File: config.mk
export PLATFORM = sky130hd
export DESIGN_NAME = i2c_master_bus_sequencer_flat
export DESIGN_NICKNAME = d
export VERILOG_FILES = /design/src/hdl/i2cs_pkg.sv /design/src/hdl/i2cs_in_if.sv /design/src/hdl/i2cs_out_if.sv /design/src/hdl/i2cs_cfg_if.sv /design/src/hdl/i2c_master_bus_sequencer.sv /design/src/flat_wrapper.sv
export SDC_FILE = /design/constraint.sdc
export NUM_CORES = 1
export LEC_CHECK = 0
export BUFFER_PORTS_ARGS = -buffer_cell sky130_fd_sc_hd__clkbuf_2
export CAP_MARGIN = 0
export CORE_AREA = 2 2 101 152
export CTS_CLUSTER_DIAMETER = 40
export CTS_CLUSTER_SIZE = 10
export DETAILED_ROUTE_END_ITERATION = 16
export DIE_AREA = 0 0 103 154
export RECOVER_POWER = 25
export SLEW_MARGIN = 20
export SYNTH_ARGS = -nofsm -noshare
export SYNTH_HDL_FRONTEND = slang
export SYNTH_SLANG_ARGS = --single-unit
File: constraint.sdc
create_clock -name clk -period 7.96 [get_ports clk]
set_input_delay 0.796 -clock clk [delete_from_list [all_inputs] [get_ports clk]]
set_output_delay 0.796 -clock clk [all_outputs]
set_load 0.01 [all_outputs]
File: src/hdl/i2cs_pkg.sv
// I2C master bus sequencer: shared constants for commands, phases and registers.
// No dependencies.
package i2cs_pkg;

	localparam int CmdW   = 3;
	localparam int ByteW  = 8;
	localparam int PhaseW = 5;
	localparam int BitCntW = 4;
	localparam int CfgIdxW = 8;

	// command codes
	localparam logic [CmdW-1:0] CMD_NONE  = 3'd0;
	localparam logic [CmdW-1:0] CMD_START = 3'd1;
	localparam logic [CmdW-1:0] CMD_STOP  = 3'd2;
	localparam logic [CmdW-1:0] CMD_WRITE = 3'd3;
	localparam logic [CmdW-1:0] CMD_READ  = 3'd4;
	localparam logic [CmdW-1:0] CMD_WAIT_ACK = 3'd5;
	localparam logic [CmdW-1:0] CMD_ACK   = 3'd6;
	localparam logic [CmdW-1:0] CMD_NACK  = 3'd7;

	// sequencer phases
	localparam logic [PhaseW-1:0] PH_IDLE    = 5'd0;
	localparam logic [PhaseW-1:0] PH_ST_HIGH = 5'd1;
	localparam logic [PhaseW-1:0] PH_ST_SDA  = 5'd2;
	localparam logic [PhaseW-1:0] PH_ST_SCL  = 5'd3;
	localparam logic [PhaseW-1:0] PH_SP_LOW  = 5'd4;
	localparam logic [PhaseW-1:0] PH_SP_HIGH = 5'd5;
	localparam logic [PhaseW-1:0] PH_SP_END  = 5'd6;
	localparam logic [PhaseW-1:0] PH_WR_BIT  = 5'd7;
	localparam logic [PhaseW-1:0] PH_WR_HIGH = 5'd8;
	localparam logic [PhaseW-1:0] PH_WR_LOW  = 5'd9;
	localparam logic [PhaseW-1:0] PH_WR_END  = 5'd10;
	localparam logic [PhaseW-1:0] PH_RD_LOW  = 5'd11;
	localparam logic [PhaseW-1:0] PH_RD_HIGH = 5'd12;
	localparam logic [PhaseW-1:0] PH_AK_SET  = 5'd13;
	localparam logic [PhaseW-1:0] PH_AK_HIGH = 5'd14;
	localparam logic [PhaseW-1:0] PH_AK_LOW  = 5'd15;
	localparam logic [PhaseW-1:0] PH_WA_SETUP = 5'd16;
	localparam logic [PhaseW-1:0] PH_WA_HIGH = 5'd17;
	localparam logic [PhaseW-1:0] PH_WA_POLL = 5'd18;

	// configuration register indexes
	localparam logic [CfgIdxW-1:0] CFG_HALF_BIT   = 8'd0;
	localparam logic [CfgIdxW-1:0] CFG_START_STOP = 8'd1;
	localparam logic [CfgIdxW-1:0] CFG_SHORT_PHASE = 8'd2;
	localparam logic [CfgIdxW-1:0] CFG_POLL_LIMIT = 8'd3;

	localparam logic [ByteW-1:0] RST_HALF_BIT    = 8'd2;
	localparam logic [ByteW-1:0] RST_START_STOP  = 8'd4;
	localparam logic [ByteW-1:0] RST_SHORT_PHASE = 8'd1;
	localparam logic [ByteW-1:0] RST_POLL_LIMIT  = 8'd250;

	// a programmed delay of zero counts as one tick
	function automatic logic [ByteW-1:0] at_least_one(input logic [ByteW-1:0] v);
		return (v == '0) ? ByteW'(1) : v;
	endfunction

endpackage

File: src/hdl/i2cs_in_if.sv
// Input tick channel: command, write byte, ack choice and sampled SDA.
// Depends on i2cs_pkg.
interface i2cs_in_if;
	import i2cs_pkg::*;
	logic             valid;
	logic             ready;
	logic [CmdW-1:0]  cmd;
	logic [ByteW-1:0] tx_byte;
	logic             send_ack;
	logic             sda_sample;

	modport source (output valid, cmd, tx_byte, send_ack, sda_sample, input ready);
	modport sink (input valid, cmd, tx_byte, send_ack, sda_sample, output ready);
endinterface

File: src/hdl/i2cs_out_if.sv
// Result channel: pin levels and status for one tick.
// Depends on i2cs_pkg.
interface i2cs_out_if;
	import i2cs_pkg::*;
	logic             valid;
	logic             ready;
	logic             scl_level;
	logic             sda_level;
	logic             sda_drive;
	logic             busy_res;
	logic             done_res;
	logic [ByteW-1:0] rx_byte;
	logic             ack_failed;
	logic             cmd_dropped;

	modport source (output valid, scl_level, sda_level, sda_drive, busy_res, done_res,
		rx_byte, ack_failed, cmd_dropped, input ready);
	modport sink (input valid, scl_level, sda_level, sda_drive, busy_res, done_res,
		rx_byte, ack_failed, cmd_dropped, output ready);
endinterface

File: src/hdl/i2cs_cfg_if.sv
// Configuration write channel: register index and write data.
// Depends on i2cs_pkg.
interface i2cs_cfg_if;
	import i2cs_pkg::*;
	logic               valid;
	logic               ready;
	logic [CfgIdxW-1:0] index;
	logic [ByteW-1:0]   data;

	modport source (output valid, index, data, input ready);
	modport sink (input valid, index, data, output ready);
endinterface

File: src/hdl/i2c_master_bus_sequencer.sv
// I2C master bus sequencer: one tick transaction in, one result transaction out.
// The result of a tick is on the output register in the cycle after acceptance.
// Throughput: one tick per cycle while the sink is ready; the phase logic is one pass from state to result register.
// The input stalls only while a result waits in the output register and the sink is not ready.
// Reset: idle, SCL/SDA high and driven, timing registers at defaults, no result pending.
// Depends on i2cs_pkg, i2cs_in_if, i2cs_out_if, i2cs_cfg_if.
module i2c_master_bus_sequencer (
	input  logic      clk,
	input  logic      arst_n,
	i2cs_in_if.sink   in_ch,
	i2cs_out_if.source out_ch,
	i2cs_cfg_if.sink  cfg
);
	import i2cs_pkg::*;

	logic [ByteW-1:0]   half_bit_q, start_stop_q, short_phase_q, poll_limit_q;
	logic [PhaseW-1:0]  phase_q, n_phase;
	logic [ByteW-1:0]   tick_q, n_tick;
	logic [BitCntW-1:0] bit_q, n_bit;
	logic [ByteW-1:0]   shift_q, n_shift;
	logic [ByteW-1:0]   rx_q, n_rx;
	logic [ByteW-1:0]   poll_q, n_poll;
	logic               ack_send_q, n_ack_send;
	logic               fail_q, n_fail;
	logic               scl_q, n_scl;
	logic               sda_q, n_sda;
	logic               dir_q, n_dir;
	logic               n_done, n_dropped;
	logic               run;
	logic [PhaseW-1:0]  rph;
	logic               out_valid_q;
	logic               in_acc;

	assign cfg.ready    = 1'b1;
	assign in_ch.ready  = !out_valid_q || out_ch.ready;
	assign in_acc       = in_ch.valid && in_ch.ready;
	assign out_ch.valid = out_valid_q;

	always_ff @(posedge clk or negedge arst_n) begin
		if (!arst_n) begin
			half_bit_q    <= RST_HALF_BIT;
			start_stop_q  <= RST_START_STOP;
			short_phase_q <= RST_SHORT_PHASE;
			poll_limit_q  <= RST_POLL_LIMIT;
		end else if (cfg.valid) begin
			if (cfg.index == CFG_HALF_BIT) half_bit_q <= cfg.data;
			if (cfg.index == CFG_START_STOP) start_stop_q <= cfg.data;
			if (cfg.index == CFG_SHORT_PHASE) short_phase_q <= cfg.data;
			if (cfg.index == CFG_POLL_LIMIT) poll_limit_q <= cfg.data;
		end
	end

	// next-state logic for one tick
	always_comb begin
		n_phase    = phase_q;
		n_tick     = tick_q;
		n_bit      = bit_q;
		n_shift    = shift_q;
		n_rx       = rx_q;
		n_poll     = poll_q;
		n_ack_send = ack_send_q;
		n_fail     = fail_q;
		n_scl      = scl_q;
		n_sda      = sda_q;
		n_dir      = dir_q;
		n_done     = 1'b0;
		n_dropped  = 1'b0;
		run        = 1'b0;
		rph        = phase_q;

		if (phase_q == PH_IDLE) begin
			if (in_ch.cmd != CMD_NONE) begin
				run   = 1'b1;
				n_bit = '0;
				unique case (in_ch.cmd)
					CMD_START: rph = PH_ST_HIGH;
					CMD_STOP: rph = PH_SP_LOW;
					CMD_WRITE: begin
						n_shift = in_ch.tx_byte;
						rph = PH_WR_BIT;
					end
					CMD_READ: begin
						n_shift = '0;
						n_ack_send = in_ch.send_ack;
						rph = PH_RD_LOW;
					end
					CMD_WAIT_ACK: begin
						n_fail = 1'b0;
						n_poll = '0;
						rph = PH_WA_SETUP;
					end
					CMD_ACK: begin
						n_ack_send = 1'b1;
						rph = PH_AK_SET;
					end
					default: begin
						n_ack_send = 1'b0;
						rph = PH_AK_SET;
					end
				endcase
			end
		end else begin
			n_dropped = (in_ch.cmd != CMD_NONE);
			if (phase_q == PH_WA_POLL || tick_q <= ByteW'(1)) run = 1'b1;
			else n_tick = tick_q - ByteW'(1);
		end

		if (run) begin
			unique case (rph)
				PH_ST_HIGH: begin
					n_dir = 1'b1; n_sda = 1'b1; n_scl = 1'b1;
					n_phase = PH_ST_SDA; n_tick = at_least_one(start_stop_q);
				end
				PH_ST_SDA: begin
					n_sda = 1'b0;
					n_phase = PH_ST_SCL; n_tick = at_least_one(start_stop_q);
				end
				PH_ST_SCL: begin
					n_scl = 1'b0;
					n_phase = PH_IDLE; n_tick = '0; n_done = 1'b1;
				end
				PH_SP_LOW: begin
					n_dir = 1'b1; n_scl = 1'b0; n_sda = 1'b0;
					n_phase = PH_SP_HIGH; n_tick = at_least_one(start_stop_q);
				end
				PH_SP_HIGH: begin
					n_scl = 1'b1; n_sda = 1'b1;
					n_phase = PH_SP_END; n_tick = at_least_one(start_stop_q);
				end
				PH_WR_BIT: begin
					n_dir = 1'b1; n_scl = 1'b0;
					n_sda = n_shift[ByteW-1];
					n_shift = {n_shift[ByteW-2:0], 1'b0};
					n_phase = PH_WR_HIGH; n_tick = at_least_one(half_bit_q);
				end
				PH_WR_HIGH: begin
					n_scl = 1'b1;
					n_phase = PH_WR_LOW; n_tick = at_least_one(half_bit_q);
				end
				PH_WR_LOW: begin
					n_scl = 1'b0;
					n_bit = n_bit + BitCntW'(1);
					n_phase = (n_bit >= BitCntW'(8)) ? PH_WR_END : PH_WR_BIT;
					n_tick = at_least_one(half_bit_q);
				end
				PH_RD_LOW: begin
					n_dir = 1'b0; n_scl = 1'b0;
					n_phase = PH_RD_HIGH; n_tick = at_least_one(half_bit_q);
				end
				PH_RD_HIGH: begin
					n_scl = 1'b1;
					n_shift = {n_shift[ByteW-2:0], in_ch.sda_sample};
					n_bit = n_bit + BitCntW'(1);
					n_tick = at_least_one(short_phase_q);
					if (n_bit >= BitCntW'(8)) begin
						n_rx = n_shift;
						n_phase = PH_AK_SET;
					end else begin
						n_phase = PH_RD_LOW;
					end
				end
				PH_AK_SET: begin
					n_scl = 1'b0; n_dir = 1'b1;
					n_sda = !n_ack_send;
					n_phase = PH_AK_HIGH; n_tick = at_least_one(half_bit_q);
				end
				PH_AK_HIGH: begin
					n_scl = 1'b1;
					n_phase = PH_AK_LOW; n_tick = at_least_one(half_bit_q);
				end
				PH_AK_LOW: begin
					n_scl = 1'b0;
					n_phase = PH_IDLE; n_tick = '0; n_done = 1'b1;
				end
				PH_WA_SETUP: begin
					n_dir = 1'b0; n_sda = 1'b1;
					n_phase = PH_WA_HIGH; n_tick = at_least_one(short_phase_q);
				end
				PH_WA_HIGH: begin
					n_scl = 1'b1;
					n_poll = '0;
					n_phase = PH_WA_POLL; n_tick = at_least_one(short_phase_q);
				end
				PH_WA_POLL: begin
					if (!in_ch.sda_sample) begin
						n_scl = 1'b0;
						n_phase = PH_IDLE; n_tick = '0; n_done = 1'b1;
					end else if (poll_q >= poll_limit_q) begin
						// timeout: flag it and begin the stop sequence on this tick
						n_fail = 1'b1;
						n_dir = 1'b1; n_scl = 1'b0; n_sda = 1'b0;
						n_phase = PH_SP_HIGH; n_tick = at_least_one(start_stop_q);
					end else begin
						n_poll = poll_q + ByteW'(1);
					end
				end
				default: begin
					n_phase = PH_IDLE; n_tick = '0; n_done = 1'b1;
				end
			endcase
		end
	end

	always_ff @(posedge clk or negedge arst_n) begin
		if (!arst_n) begin
			phase_q    <= PH_IDLE;
			tick_q     <= '0;
			bit_q      <= '0;
			shift_q    <= '0;
			rx_q       <= '0;
			poll_q     <= '0;
			ack_send_q <= 1'b0;
			fail_q     <= 1'b0;
			scl_q      <= 1'b1;
			sda_q      <= 1'b1;
			dir_q      <= 1'b1;
		end else if (in_acc) begin
			phase_q    <= n_phase;
			tick_q     <= n_tick;
			bit_q      <= n_bit;
			shift_q    <= n_shift;
			rx_q       <= n_rx;
			poll_q     <= n_poll;
			ack_send_q <= n_ack_send;
			fail_q     <= n_fail;
			scl_q      <= n_scl;
			sda_q      <= n_sda;
			dir_q      <= n_dir;
		end
	end

	always_ff @(posedge clk or negedge arst_n) begin
		if (!arst_n) begin
			out_valid_q <= 1'b0;
		end else if (in_acc) begin
			out_valid_q <= 1'b1;
		end else if (out_ch.ready) begin
			out_valid_q <= 1'b0;
		end
	end

	// result register, payload only
	always_ff @(posedge clk) begin
		if (in_acc) begin
			out_ch.scl_level   <= n_scl;
			out_ch.sda_level   <= n_sda;
			out_ch.sda_drive   <= n_dir;
			out_ch.busy_res    <= (n_phase != PH_IDLE);
			out_ch.done_res    <= n_done;
			out_ch.rx_byte     <= n_rx;
			out_ch.ack_failed  <= n_fail;
			out_ch.cmd_dropped <= n_dropped;
		end
	end

`ifndef ASSERT_OFF
	a_tick_nonzero: assert property (@(posedge clk) disable iff (!arst_n)
		(phase_q != PH_IDLE) |-> (tick_q != '0))
		else $error("waiting phase with zero tick count");

	a_bit_range: assert property (@(posedge clk) disable iff (!arst_n)
		bit_q <= BitCntW'(8))
		else $error("bit count beyond one byte");

	a_done_not_busy: assert property (@(posedge clk) disable iff (!arst_n)
		out_ch.valid |-> !(out_ch.done_res && out_ch.busy_res))
		else $error("result reports done while still busy");

	a_cmd_starts: assert property (@(posedge clk) disable iff (!arst_n)
		(in_acc && phase_q == PH_IDLE && in_ch.cmd != CMD_NONE) |=> (phase_q != PH_IDLE))
		else $error("accepted command did not leave idle");

	a_fail_from_poll: assert property (@(posedge clk) disable iff (!arst_n)
		$rose(fail_q) |-> ($past(phase_q) == PH_WA_POLL))
		else $error("ack failure raised outside ack polling");
`endif

endmodule

File: src/flat_wrapper.sv
// flat-port wrapper written by rule: the top's interface ports become plain ports
module i2c_master_bus_sequencer_flat import i2cs_pkg::*;
  (clk, arst_n, in_ch_valid, in_ch_cmd, in_ch_tx_byte, in_ch_send_ack, in_ch_sda_sample, in_ch_ready, out_ch_valid, out_ch_scl_level, out_ch_sda_level, out_ch_sda_drive, out_ch_busy_res, out_ch_done_res, out_ch_rx_byte, out_ch_ack_failed, out_ch_cmd_dropped, out_ch_ready, cfg_valid, cfg_index, cfg_data, cfg_ready);
  i2cs_in_if in_ch_i ();
  i2cs_out_if out_ch_i ();
  i2cs_cfg_if cfg_i ();
  input  logic clk;
  input  logic arst_n;
  input wire logic [$bits(in_ch_i.valid)-1:0] in_ch_valid;
  input wire logic [$bits(in_ch_i.cmd)-1:0] in_ch_cmd;
  input wire logic [$bits(in_ch_i.tx_byte)-1:0] in_ch_tx_byte;
  input wire logic [$bits(in_ch_i.send_ack)-1:0] in_ch_send_ack;
  input wire logic [$bits(in_ch_i.sda_sample)-1:0] in_ch_sda_sample;
  output wire logic [$bits(in_ch_i.ready)-1:0] in_ch_ready;
  output wire logic [$bits(out_ch_i.valid)-1:0] out_ch_valid;
  output wire logic [$bits(out_ch_i.scl_level)-1:0] out_ch_scl_level;
  output wire logic [$bits(out_ch_i.sda_level)-1:0] out_ch_sda_level;
  output wire logic [$bits(out_ch_i.sda_drive)-1:0] out_ch_sda_drive;
  output wire logic [$bits(out_ch_i.busy_res)-1:0] out_ch_busy_res;
  output wire logic [$bits(out_ch_i.done_res)-1:0] out_ch_done_res;
  output wire logic [$bits(out_ch_i.rx_byte)-1:0] out_ch_rx_byte;
  output wire logic [$bits(out_ch_i.ack_failed)-1:0] out_ch_ack_failed;
  output wire logic [$bits(out_ch_i.cmd_dropped)-1:0] out_ch_cmd_dropped;
  input wire logic [$bits(out_ch_i.ready)-1:0] out_ch_ready;
  input wire logic [$bits(cfg_i.valid)-1:0] cfg_valid;
  input wire logic [$bits(cfg_i.index)-1:0] cfg_index;
  input wire logic [$bits(cfg_i.data)-1:0] cfg_data;
  output wire logic [$bits(cfg_i.ready)-1:0] cfg_ready;
  assign in_ch_i.valid = in_ch_valid;
  assign in_ch_i.cmd = in_ch_cmd;
  assign in_ch_i.tx_byte = in_ch_tx_byte;
  assign in_ch_i.send_ack = in_ch_send_ack;
  assign in_ch_i.sda_sample = in_ch_sda_sample;
  assign in_ch_ready = in_ch_i.ready;
  assign out_ch_valid = out_ch_i.valid;
  assign out_ch_scl_level = out_ch_i.scl_level;
  assign out_ch_sda_level = out_ch_i.sda_level;
  assign out_ch_sda_drive = out_ch_i.sda_drive;
  assign out_ch_busy_res = out_ch_i.busy_res;
  assign out_ch_done_res = out_ch_i.done_res;
  assign out_ch_rx_byte = out_ch_i.rx_byte;
  assign out_ch_ack_failed = out_ch_i.ack_failed;
  assign out_ch_cmd_dropped = out_ch_i.cmd_dropped;
  assign out_ch_i.ready = out_ch_ready;
  assign cfg_i.valid = cfg_valid;
  assign cfg_i.index = cfg_index;
  assign cfg_i.data = cfg_data;
  assign cfg_ready = cfg_i.ready;
  i2c_master_bus_sequencer u_core (.clk(clk), .arst_n(arst_n), .in_ch(in_ch_i), .out_ch(out_ch_i), .cfg(cfg_i));
endmodule
==> impl_metrics.toml, run 1 <==
[synthesis]
ys_seq_area_share_pct = 42.7
synth_largest_area_cell = "dfrtp_1"
synthFlopType = "dfrtp_1"
avgSynthCellArea_sq_um = 10.1
synthTopCellsByArea = "dfrtp_1 (29%), mux2_2 (10%), edfxtp_1 (7.9%)"
syn_inst = 567
synth_edf_count = 15
synth_warnings = 0
syn-cell-area_sq_um = 5720
synth_top_area_share_pct = 29.3
async_flop_share_pct = 84.0
synth_fp_nets = 613
ys_types = 78
synth_seq_cells = 94

[critical_path]
arrival_ps = 3890
crit_slowest_cell = "clkbuf_1"
worstSetupStartpointType = "input port"
max_stage_delay_ps = 2980
timing.rr.start = "u_core.phase_q[1]"
crit_buf_inv = 1
cp_max_fo = 79
required_ps = 7400
critPathCaptureType = "asynchronous set/reset pin"
crit_chain = "clkbuf_1"
worstReg2RegEnd = "u_core.out_ch.rx_byte[2]"
crit_family = "buffers and inverters"
path_class = "in -> async"
reg2reg_depth = 5
r2r_slack_ps = 4410

[clock_tree]
clkSlewWorstSetupHoldPaths_ps = 70
hold_buffers = 0
post_cts_buffers = 0
htreeDepth = 3
clock_sinks = 94
cts_buffers = 9
insertion_delay_ps = 350
ctsRootBufferMaster = "clkbuf_16"
ctsLongestPathBuffers = 2
cts_tree = "built"
cts_resized = 0

[global_routing]
antenna_found_initial = 0
grt_overflow = 0
track_usage_pct = 20.9
grt_start_max_net_pins = 80
first_global_vias = 4989
grt_pass1_wl_um = 26000

[timing]
max_freq_mhz = 225
slew_violations = 80
period_minus_slack_ps = 4450
finalCritPeriodShare_pct = 55.9
tightest_slew_ps = 4350
fin_skew_ps = 9.46
setup_viol = 0
slew_headroom_pct = -190
finalWorstSetupSlack_ps = 3510
rsz0062_at_grt = "no"
hold_viol_final = 0
tns_ps = 0

[drt]
dr.pass1.iters = 5
drtIter0Drc = 284
post-route-drc-count = 0
drt-total-wl_um = 16100
routed-via-count = 4829
avgRoutedWirePerCell_um = 19.9
drtAntennaViolNets = 0
drt-vias-per-instance = 5.97

[floorplanning]
start_util_pct = 39.6
chipHeight_um = 154
io-pin-count = 52
die_area_sq_um = 15900
rows = 54
die_w_um = 103
core_sq_um = 14500

[pwr]
ir_worst_vdd_uv = 116
p_leak_nw = 2.77
power_per_cell_area_nw_per_um2 = 298

[final_layout]
diodes = 0
nNetsFinal = 654
area_growth_pct = 12.4
nFillCells = 1455
drive_gt1_share_pct = 25.8

[placement]
portBuffers = 50
place.gp.congestion = 1.00
dp_slack_ps = 4480
dpl.hpwl_um = 11900

[worst_hold_path]
hold_path.class = "reg -> reg"
min_delay_path_depth = 2
min_to = "u_core.shift_q[4]"
hold_path_startpoint = "u_core.shift_q[4]"

[status]
violations = "max-capacitance violations, max-slew violations"
outcome = "finished with violations"

[job]
maxCapViolations = 1
-- cell usage in the layout (no fill, tap or decap), types with 17 or more instances in the layout --
| cell | synthesis | layout |
|---|---|---|
| nor2_1 | 27 | 27 |
| a21oi_1 | 22 | 22 |
| dfrtp_1 | 67 | 67 |
| o21ai_0 | 24 | 24 |
| mux2_2 | 52 | 52 |
| nand2_1 | 55 | 55 |
| nand3_1 | 19 | 19 |
| a22o_1 | 17 | 17 |
| inv_1 | 20 | 20 |
| clkbuf_2 | 0 | 49 |
-- routing by layer --
layer / part of all wire (%) / GRT usage, % / vias up
met5: 0 / 0 / -
met4: 3.7 / 8.90 / 0
met3: 4.3 / 3.41 / 46
met2: 53 / 37.5 / 165
met1: 39 / 24.0 / 2369
li1: - / - / 2249
-- sequential cells by signal, summed over array words and instances (netlist names), 4 cells and up --
name	flops
u_core.half_bit_q	8
u_core.out_ch.rx_byte	8
u_core.poll_limit_q	8
u_core.poll_q	8
u_core.rx_q	8
u_core.shift_q	8
u_core.short_phase_q	8
u_core.start_stop_q	8
u_core.tick_q	8
u_core.phase_q	5
u_core.bit_q	4
-- how the worst max path moves through the flow --
stage,startpoint,endpoint,depth (start not counted)
finish,arst_n,u_core.poll_q[3],1
global route,arst_n,u_core.phase_q[4],1
CTS,u_core.phase_q[1],u_core.rx_q[1],6
detailed placement,u_core.phase_q[1],u_core.rx_q[6],6
global placement,u_core.phase_q[1],u_core.out_ch.rx_byte[6],5
floorplan,in_ch_cmd[0],u_core.out_ch.rx_byte[0],7
-- through the flow --
stage	util [%]	area (sq um)	cells	hold WS (ps)	power, mW
2_1_floorplan	-	5720	567	451	1.25
3_3_place_gp	42.4	6130	793	468	1.47
3_5_place_dp	42.5	6140	793	476	1.48
4_1_cts	44.5	6430	809	494	1.91
5_1_grt	44.5	6430	809	518	2.03
6_report	44.5	6430	809	490	1.92
-- report_power, final --
| part | internal [mW] | leakage (nW) | switching, mW | total (mW) |
|---|---|---|---|---|
| logic | 0.295 | 1.47 | 0.532 | 0.827 |
| clock network | 0.219 | 0.141 | 0.202 | 0.421 |
| registers | 0.568 | 1.15 | 0.100 | 0.669 |
| total | 1.08 | 2.77 | 0.834 | 1.92 |
-- synthesized netlist by cell type (3+ instances only) --
cell,number
buf_6,3
nand3b_1,3
o2111ai_1,3
and3_1,8
o21a_1,6
a31oi_1,12
o211ai_1,9
nand3_1,19
o21ai_0,24
a2111oi_0,4
nand2_1,55
buf_2,4
mux2_2,52
mux2i_1,15
a22oi_1,8
nor2b_1,6
dfrtp_1,67
a221oi_1,6
a22o_1,17
nor3_1,15
ha_1,12
and2_1,5
o22ai_1,3
nor2_1,27
a21oi_1,22
o31ai_1,8
edfxtp_1,15
inv_1,20
or3_1,4
and3b_1,3
a21o_1,10
nand2b_1,7
dfstp_2,12
nor4_1,11
a31o_2,3
clkbuf_1,16
o21ai_1,6
-- kinds of logic (layout without fill, tap and decap cells) --
| logic type | Yosys count | count (layout) | share of synthesized area, % |
|---|---|---|---|
| AND/OR/NAND/NOR | 178 | 178 | 16.4 |
| AO/OA/AOI/OAI | 167 | 167 | 21.6 |
| flip-flops | 94 | 94 | 42.7 |
| multiplexers | 67 | 67 | 12.9 |
| buffers and inverters | 47 | 93 | 3.69 |
| adder cells (fa/ha/maj) | 12 | 12 | 2.62 |
| other | 1 | 1 | 0.0655 |
| XOR/XNOR | 1 | 1 | 0.153 |
-- cell type report --
| cell class | count | area, sq um | area share (%) |
|---|---|---|---|
| inverters | 21 | 78.8 | 1.23 |
| clock inverters | 7 | 66.3 | 1.03 |
| repair buffers | 56 | 294 | 4.57 |
| clock buffers | 9 | 225 | 3.50 |
| well taps | 196 | 245 | 3.81 |
| multi-input cells | 426 | 3080 | 47.9 |
| flip-flops and latches | 94 | 2440 | 38.0 |
-- worst reg2reg max path, cell delays in order (launching register included) --
cell	delay, ps
dfrtp_1	860
nor4b_2	670
a22oi_1	300
and2_1	400
nor4_4	670
mux2_2	420
Note: power is estimated with default switching activity, not from simulation.
==> run 2, diff against run 1 <==
ABC_AREA = 1   (was not set)
CORE_AREA = 2 2 101 151   (was 2 2 101 152)
DIE_AREA = 0 0 103 153   (was 0 0 103 154)
clock period = 3.9 ns   (was 7.96 ns; I/O delays follow)
==> run 2 against run 1 <==
The flow now finishes without violations. Power increased by 120%. Clock-buffer cell count increased by 1. Combinational power increased by 130%. First-iteration DRC count increased by 0.70%. Worst hold slack got worse by 390 ps. Wire length decreased by 11%. Sequential share of layout area increased by 0.10 points. Clock power increased by 110%. Sequential power increased by 110%. Largest cell class unchanged. Largest power group unchanged.
==> impl_metrics.toml, run 2 <==
[critical_path]
max_stage_delay_ps = 370
cp_max_fo = 23
crit_buf_inv = 4
path_class = "reg -> reg"
critPathCaptureType = "flop"
arrival_ps = 2880
path_common_cell = "inv_1"
worstSetupStartpointType = "flop"
crit_slowest_cell = "dfrtp_1"
required_ps = 4140
crit_family = "simple AND/OR/NAND/NOR gates"
crit_chain = "inv_1, ha_1, or2_2, nand4_1, nand3_2, o21ai_2, inv_2, nand3_1, inv_1, o21ai_0, nand2_1, o21ai_1, inv_1"

[timing]
period_minus_slack_ps = 2650
slew_violations = 0
rsz0062_at_grt = "no"
tns_ps = 0
fin_skew_ps = 8.05
slew_headroom_pct = 49.7
max_freq_mhz = 378
holdWs_ps = 102
hold_viol_final = 0
tightest_slew_ps = 753
setup_viol = 0
finalCritPeriodShare_pct = 67.9

[final_layout]
final_common_cell = "nand2_1"
drive_gt1_share_pct = 15.4
stdcell_area_sq_um = 6410
final_cell_mix = "nand2_1 (269), inv_1 (74), dfrtp_1 (67)"
diodes = 0
area_growth_pct = 12.9
nNetsFinal = 860
nFillCells = 1554
post-route-util_pct = 44.4

[clock_tree]
hold_buffers = 0
ctsLongestPathBuffers = 2
ctsRootBufferMaster = "clkbuf_16"
cts_tree = "built"
insertion_delay_ps = 350
htreeDepth = 3
clock_sinks = 94
post_cts_buffers = 0
cts_buffers = 9
clkSlewWorstSetupHoldPaths_ps = 80
cts_resized = 0

[drt]
drt-vias-per-instance = 4.99
dr.pass1.iters = 6
drtIter0Drc = 286
routed-via-count = 5068
drt-total-wl_um = 14400
avgRoutedWirePerCell_um = 14.2
post-route-drc-count = 0
drtAntennaViolNets = 0

[status]
outcome = "completed"

[synthesis]
async_flop_share_pct = 84.0
avgSynthCellArea_sq_um = 7.40
synthTopCellsByCount = "nand2_1 (269), inv_1 (75), dfrtp_1 (67), o21ai_0 (61), nor2_1 (53)"
synth_top_family_by_area = "simple AND/OR/NAND/NOR gates"
synth.most_common_cell = "nand2_1"
syn-cell-area_sq_um = 5680
synth_seq_cells = 94
synthFlopType = "dfrtp_1"
synth_fp_nets = 813
synth_compound_area_share_pct = 14.0
ys_types = 46
synthTopCellsByArea = "dfrtp_1 (30%), nand2_1 (18%), edfxtp_1 (7.9%)"
synth_fa_ha_area_share_pct = 2.64
ys_seq_area_share_pct = 43.0
synth_mux_area_share_pct = 0
synthSimpleGateAreaFrac_pct = 31.1
synth_largest_area_cell = "dfrtp_1"
synth_edf_count = 15
synth_xor_area_share_pct = 2.00
synth_warnings = 0
syn_inst = 767
synth_top_area_share_pct = 29.5

[placement]
dpl.hpwl_um = 10500
portBuffers = 50
dpl-instance-area_sq_um = 6110
place.gp.congestion = 0.913

[pwr]
power_mw = 4.19
power_per_cell_area_nw_per_um2 = 654
ir_worst_vdd_uv = 241
p_leak_nw = 3.23

[worst_hold_path]
hold_path.class = "in -> async"

[floorplanning]
io-pin-count = 52
rows = 54
start_util_pct = 39.3
chipHeight_um = 153
core_sq_um = 14500
die_w_um = 103
die_area_sq_um = 15800

[global_routing]
track_usage_pct = 19.2
grt_start_max_net_pins = 56
antenna_found_initial = 0
first_global_vias = 4923
grt_overflow = 0
grt_pass1_wl_um = 23700

[job]
maxCapViolations = 0
run 2: final timing paths:
check,startpoint,endpoint,slack [ps],cells past startpoint
max,u_core.tick_q[0],u_core.poll_q[0],1250,13
min,arst_n,u_core.out_ch.valid,100,1
max reg2reg,u_core.tick_q[0],u_core.poll_q[0],1250,13
min reg2reg,u_core.sda_q,u_core.sda_q,470,2
max in group asynchronous,arst_n,u_core.sda_q,2920,2
min in group clk,out_ch_ready,u_core.out_ch.valid,320,4
run 2: area by class of cell:
type / instances / area [sq um] / area share [%]
timing repair buffer: 53 / 275 / 4.29
clock inverter: 6 / 62.6 / 0.975
inverter: 85 / 320 / 4.99
tap: 196 / 245 / 3.82
sequential: 94 / 2440 / 38.1
multi-input combinational: 571 / 2830 / 44.1
clock buffer: 10 / 239 / 3.73
run 2: layer usage:
metal	vias up	global-route usage (%)	wire length (um)
met5	-	0	0
met4	0	8.08	497
met3	34	3.43	449
met2	123	34.3	7510
met1	2307	21.7	5940
li1	2604	-	-
run 2: worst register-to-register path, stage by stage (launching register included):
cell and delay [ps]:
dfrtp_1 370, inv_1 100, ha_1 250, or2_2 280
nand4_1 120, nand3_2 150, o21ai_2 210, inv_2 300
nand3_1 310, inv_1 90, o21ai_0 160, nand2_1 70
o21ai_1 70, inv_1 50
run 2: through the flow:
step                      setup WS (ps)  instances
final                              1250       1015
after global routing                984       1015
after CTS                          1270       1015
after detailed placement           1280        999
after global placement             1340        999
after floorplan                    1670        767
run 2: power breakdown:
part	internal, mW	switching (mW)	total, mW
Sequential	1.23	0.176	1.41
Clock	0.468	0.433	0.901
Combinational	0.641	1.25	1.89
run 2: kinds of logic after synthesis:
kind of cell | Yosys count
compound gates | 134
xor+xnor | 13
fa+ha+maj | 12
buf+inv | 102
flops | 94
other cells | 1
simple gates | 411
==> run 3, diff against run 2 <==
clock period = 2.5 ns   (was 3.9 ns; I/O delays follow)
==> run 3 against run 2 <==
Highest routed layer unchanged. Global-route usage up 0.49 points. Critical path type unchanged. Utilization grew 1.3 points. Clock-buffer cell count unchanged. First-iteration DRC count down 24%. Register-to-register slack lost 1000 ps. Worst hold slack improved by 77 ps. Maximum frequency is 16% higher. Clock skew rose by 2.4 ps. Cell count up 1.6%. The flow now finishes with violations (max-capacitance violations, max-slew violations). Via count increased by 1.5%. Sequential share of layout area down 1.0 points.
==> impl_metrics.toml, run 3 (synthesis results as in run 2) <==
[worst_hold_path]
min_delay_path_depth = 3
hold_path.class = "in -> reg"
min_to = "u_core.poll_limit_q[6]"
hold_path_startpoint = "cfg_data[6]"

[critical_path]
timing.rr.start = "u_core.phase_q[3]"
crit_buf_inv = 2
path_class = "reg -> reg"
crit_family = "simple AND/OR/NAND/NOR gates"
arrival_ps = 2370
crit_slowest_cell = "dfrtp_1"
worstReg2RegEnd = "u_core.out_ch.done_res"
cp_max_fo = 9
worstSetupStartpointType = "flop"
crit_chain = "nor2_4, nand2_2, nor2_4, nand2_1, nand2_1, inv_2, nor2_2, nand2_1, nand2_1, inv_1, nand3_2, nor2_1, nand2_1, a21oi_2"
path_common_cell = "nand2_1"
reg2reg_depth = 14
max_stage_delay_ps = 440
startpoint = "u_core.phase_q[3]"
critPathCaptureType = "flop"
r2r_slack_ps = 230
required_ps = 2590

[final_layout]
final_cell_mix = "nand2_1 (266), inv_1 (72), dfrtp_1 (67)"
area_growth_pct = 16.1
nNetsFinal = 876
stdcell_area_sq_um = 6600
nFillCells = 1557
final_common_cell = "nand2_1"
drive_gt1_share_pct = 17.8
instances_no_fill = 1031
diodes = 0

[clock_tree]
ctsRootBufferMaster = "clkbuf_16"
insertion_delay_ps = 350
ctsLongestPathBuffers = 2
clock_sinks = 94
htreeDepth = 3
cts_buffers = 9
clkSlewWorstSetupHoldPaths_ps = 70
cts_tree = "built"

[timing]
finalWorstSetupSlack_ps = 226
finalCritPeriodShare_pct = 91.0
hold_viol_final = 0
tns_ps = 0
fin_skew_ps = 10.4
slew_headroom_pct = -23.9
setup_viol = 0
max_freq_mhz = 440
rsz0062_at_grt = "no"
period_minus_slack_ps = 2270
tightest_slew_ps = 1860
slew_violations = 31

[job]
maxCapViolations = 1

[status]
violations = "max-capacitance violations, max-slew violations"
outcome = "finished with violations"

[global_routing]
first_global_vias = 5076
grt_overflow = 0
track_usage_pct = 19.7
grt_start_max_net_pins = 61
antenna_found_initial = 0
grt_pass1_wl_um = 24400

[drt]
drtAntennaViolNets = 0
drt-vias-per-instance = 4.99
post-route-drc-count = 0
dr.pass1.iters = 4
routed-via-count = 5144
avgRoutedWirePerCell_um = 14.2
drtIter0Drc = 217
drt-total-wl_um = 14700

[floorplanning]
rows = 54
io-pin-count = 52
die_w_um = 103
core_sq_um = 14500
die_area_sq_um = 15800
chipHeight_um = 153
start_util_pct = 39.3

[placement]
dp_slack_ps = 142
portBuffers = 50
dpl-instance-area_sq_um = 6240
dp_cells = 1013
place.gp.congestion = 0.886
dpl.hpwl_um = 10900

[pwr]
power_per_cell_area_nw_per_um2 = 1020
ir_worst_vdd_uv = 380
p_leak_nw = 3.32
power_mw = 6.76
[run 3: cell count changes in the layout (fill, tap and decap cells not counted), sizes merged]
cell,delta
inv,+1
clkinv,-3
clkinvlp,+1
buf,+14
bufinv,+1
dlygate4sd3,+1
clkbuf,+1
[run 3: worst register-to-register path, delay by kind of cell (launching register included)]
kind / cells / cell delay, ps
buffers and inverters: 2 / 120
AND/OR/NAND/NOR: 11 / 1400
AO/OA/AOI/OAI: 1 / 70
flip-flops: 1 / 440
[run 3: layout make-up]
type	instances	area, sq um	share of cell area [%]
Clock buffer	10	229	3.47
Clock inverter	6	66.3	1.01
Inverter	85	327	4.95
Multi-Input combinational cell	571	2870	43.5
Sequential cell	94	2440	37.0
Tap cell	196	245	3.72
Timing Repair Buffer	69	418	6.34
[run 3: how the worst max path moves through the flow]
stage	slack, ps	cells after the start	end
after floorplan	270	13	u_core.out_ch.busy_res
after global placement	140	12	u_core.out_ch.busy_res
after detailed placement	140	13	u_core.poll_q[1]
after CTS	100	13	u_core.poll_q[1]
after global routing	0.6	12	u_core.tick_q[7]
final	230	14	u_core.out_ch.done_res
[run 3: repair_timing]
action	4_1_cts	5_1_grt
setup buffers	0	1
endpoints found under the hold margin	27	0
gates resized for setup	0	17
endpoints found under the setup margin	0	14
hold buffers	1	0
[run 3: layer usage]
metal	part of all wire, %	track usage [%]	routed length, um
met5	0	0	0
met4	2.3	6.45	337
met3	2.4	3.25	358
met2	55	36.6	8000
met1	41	22.0	5970
[run 3: through the flow]
| step | utilization (%) | hold slack [ps] |
|---|---|---|
| after floorplan | - | -45.6 |
| after CTS | 45.3 | 181 |
| after global placement | 43.2 | 230 |
| after detailed placement | 43.2 | 226 |
| final | 45.6 | 180 |
| after global routing | 45.6 | 196 |
[run 3: where the power goes]
group          leakage (nW)  switching [mW]  total, mW  internal [mW]
clock                 0.149           0.633       1.42          0.786
sequential             1.13           0.270       2.19           1.92
combinational          2.05            2.03       3.15           1.12
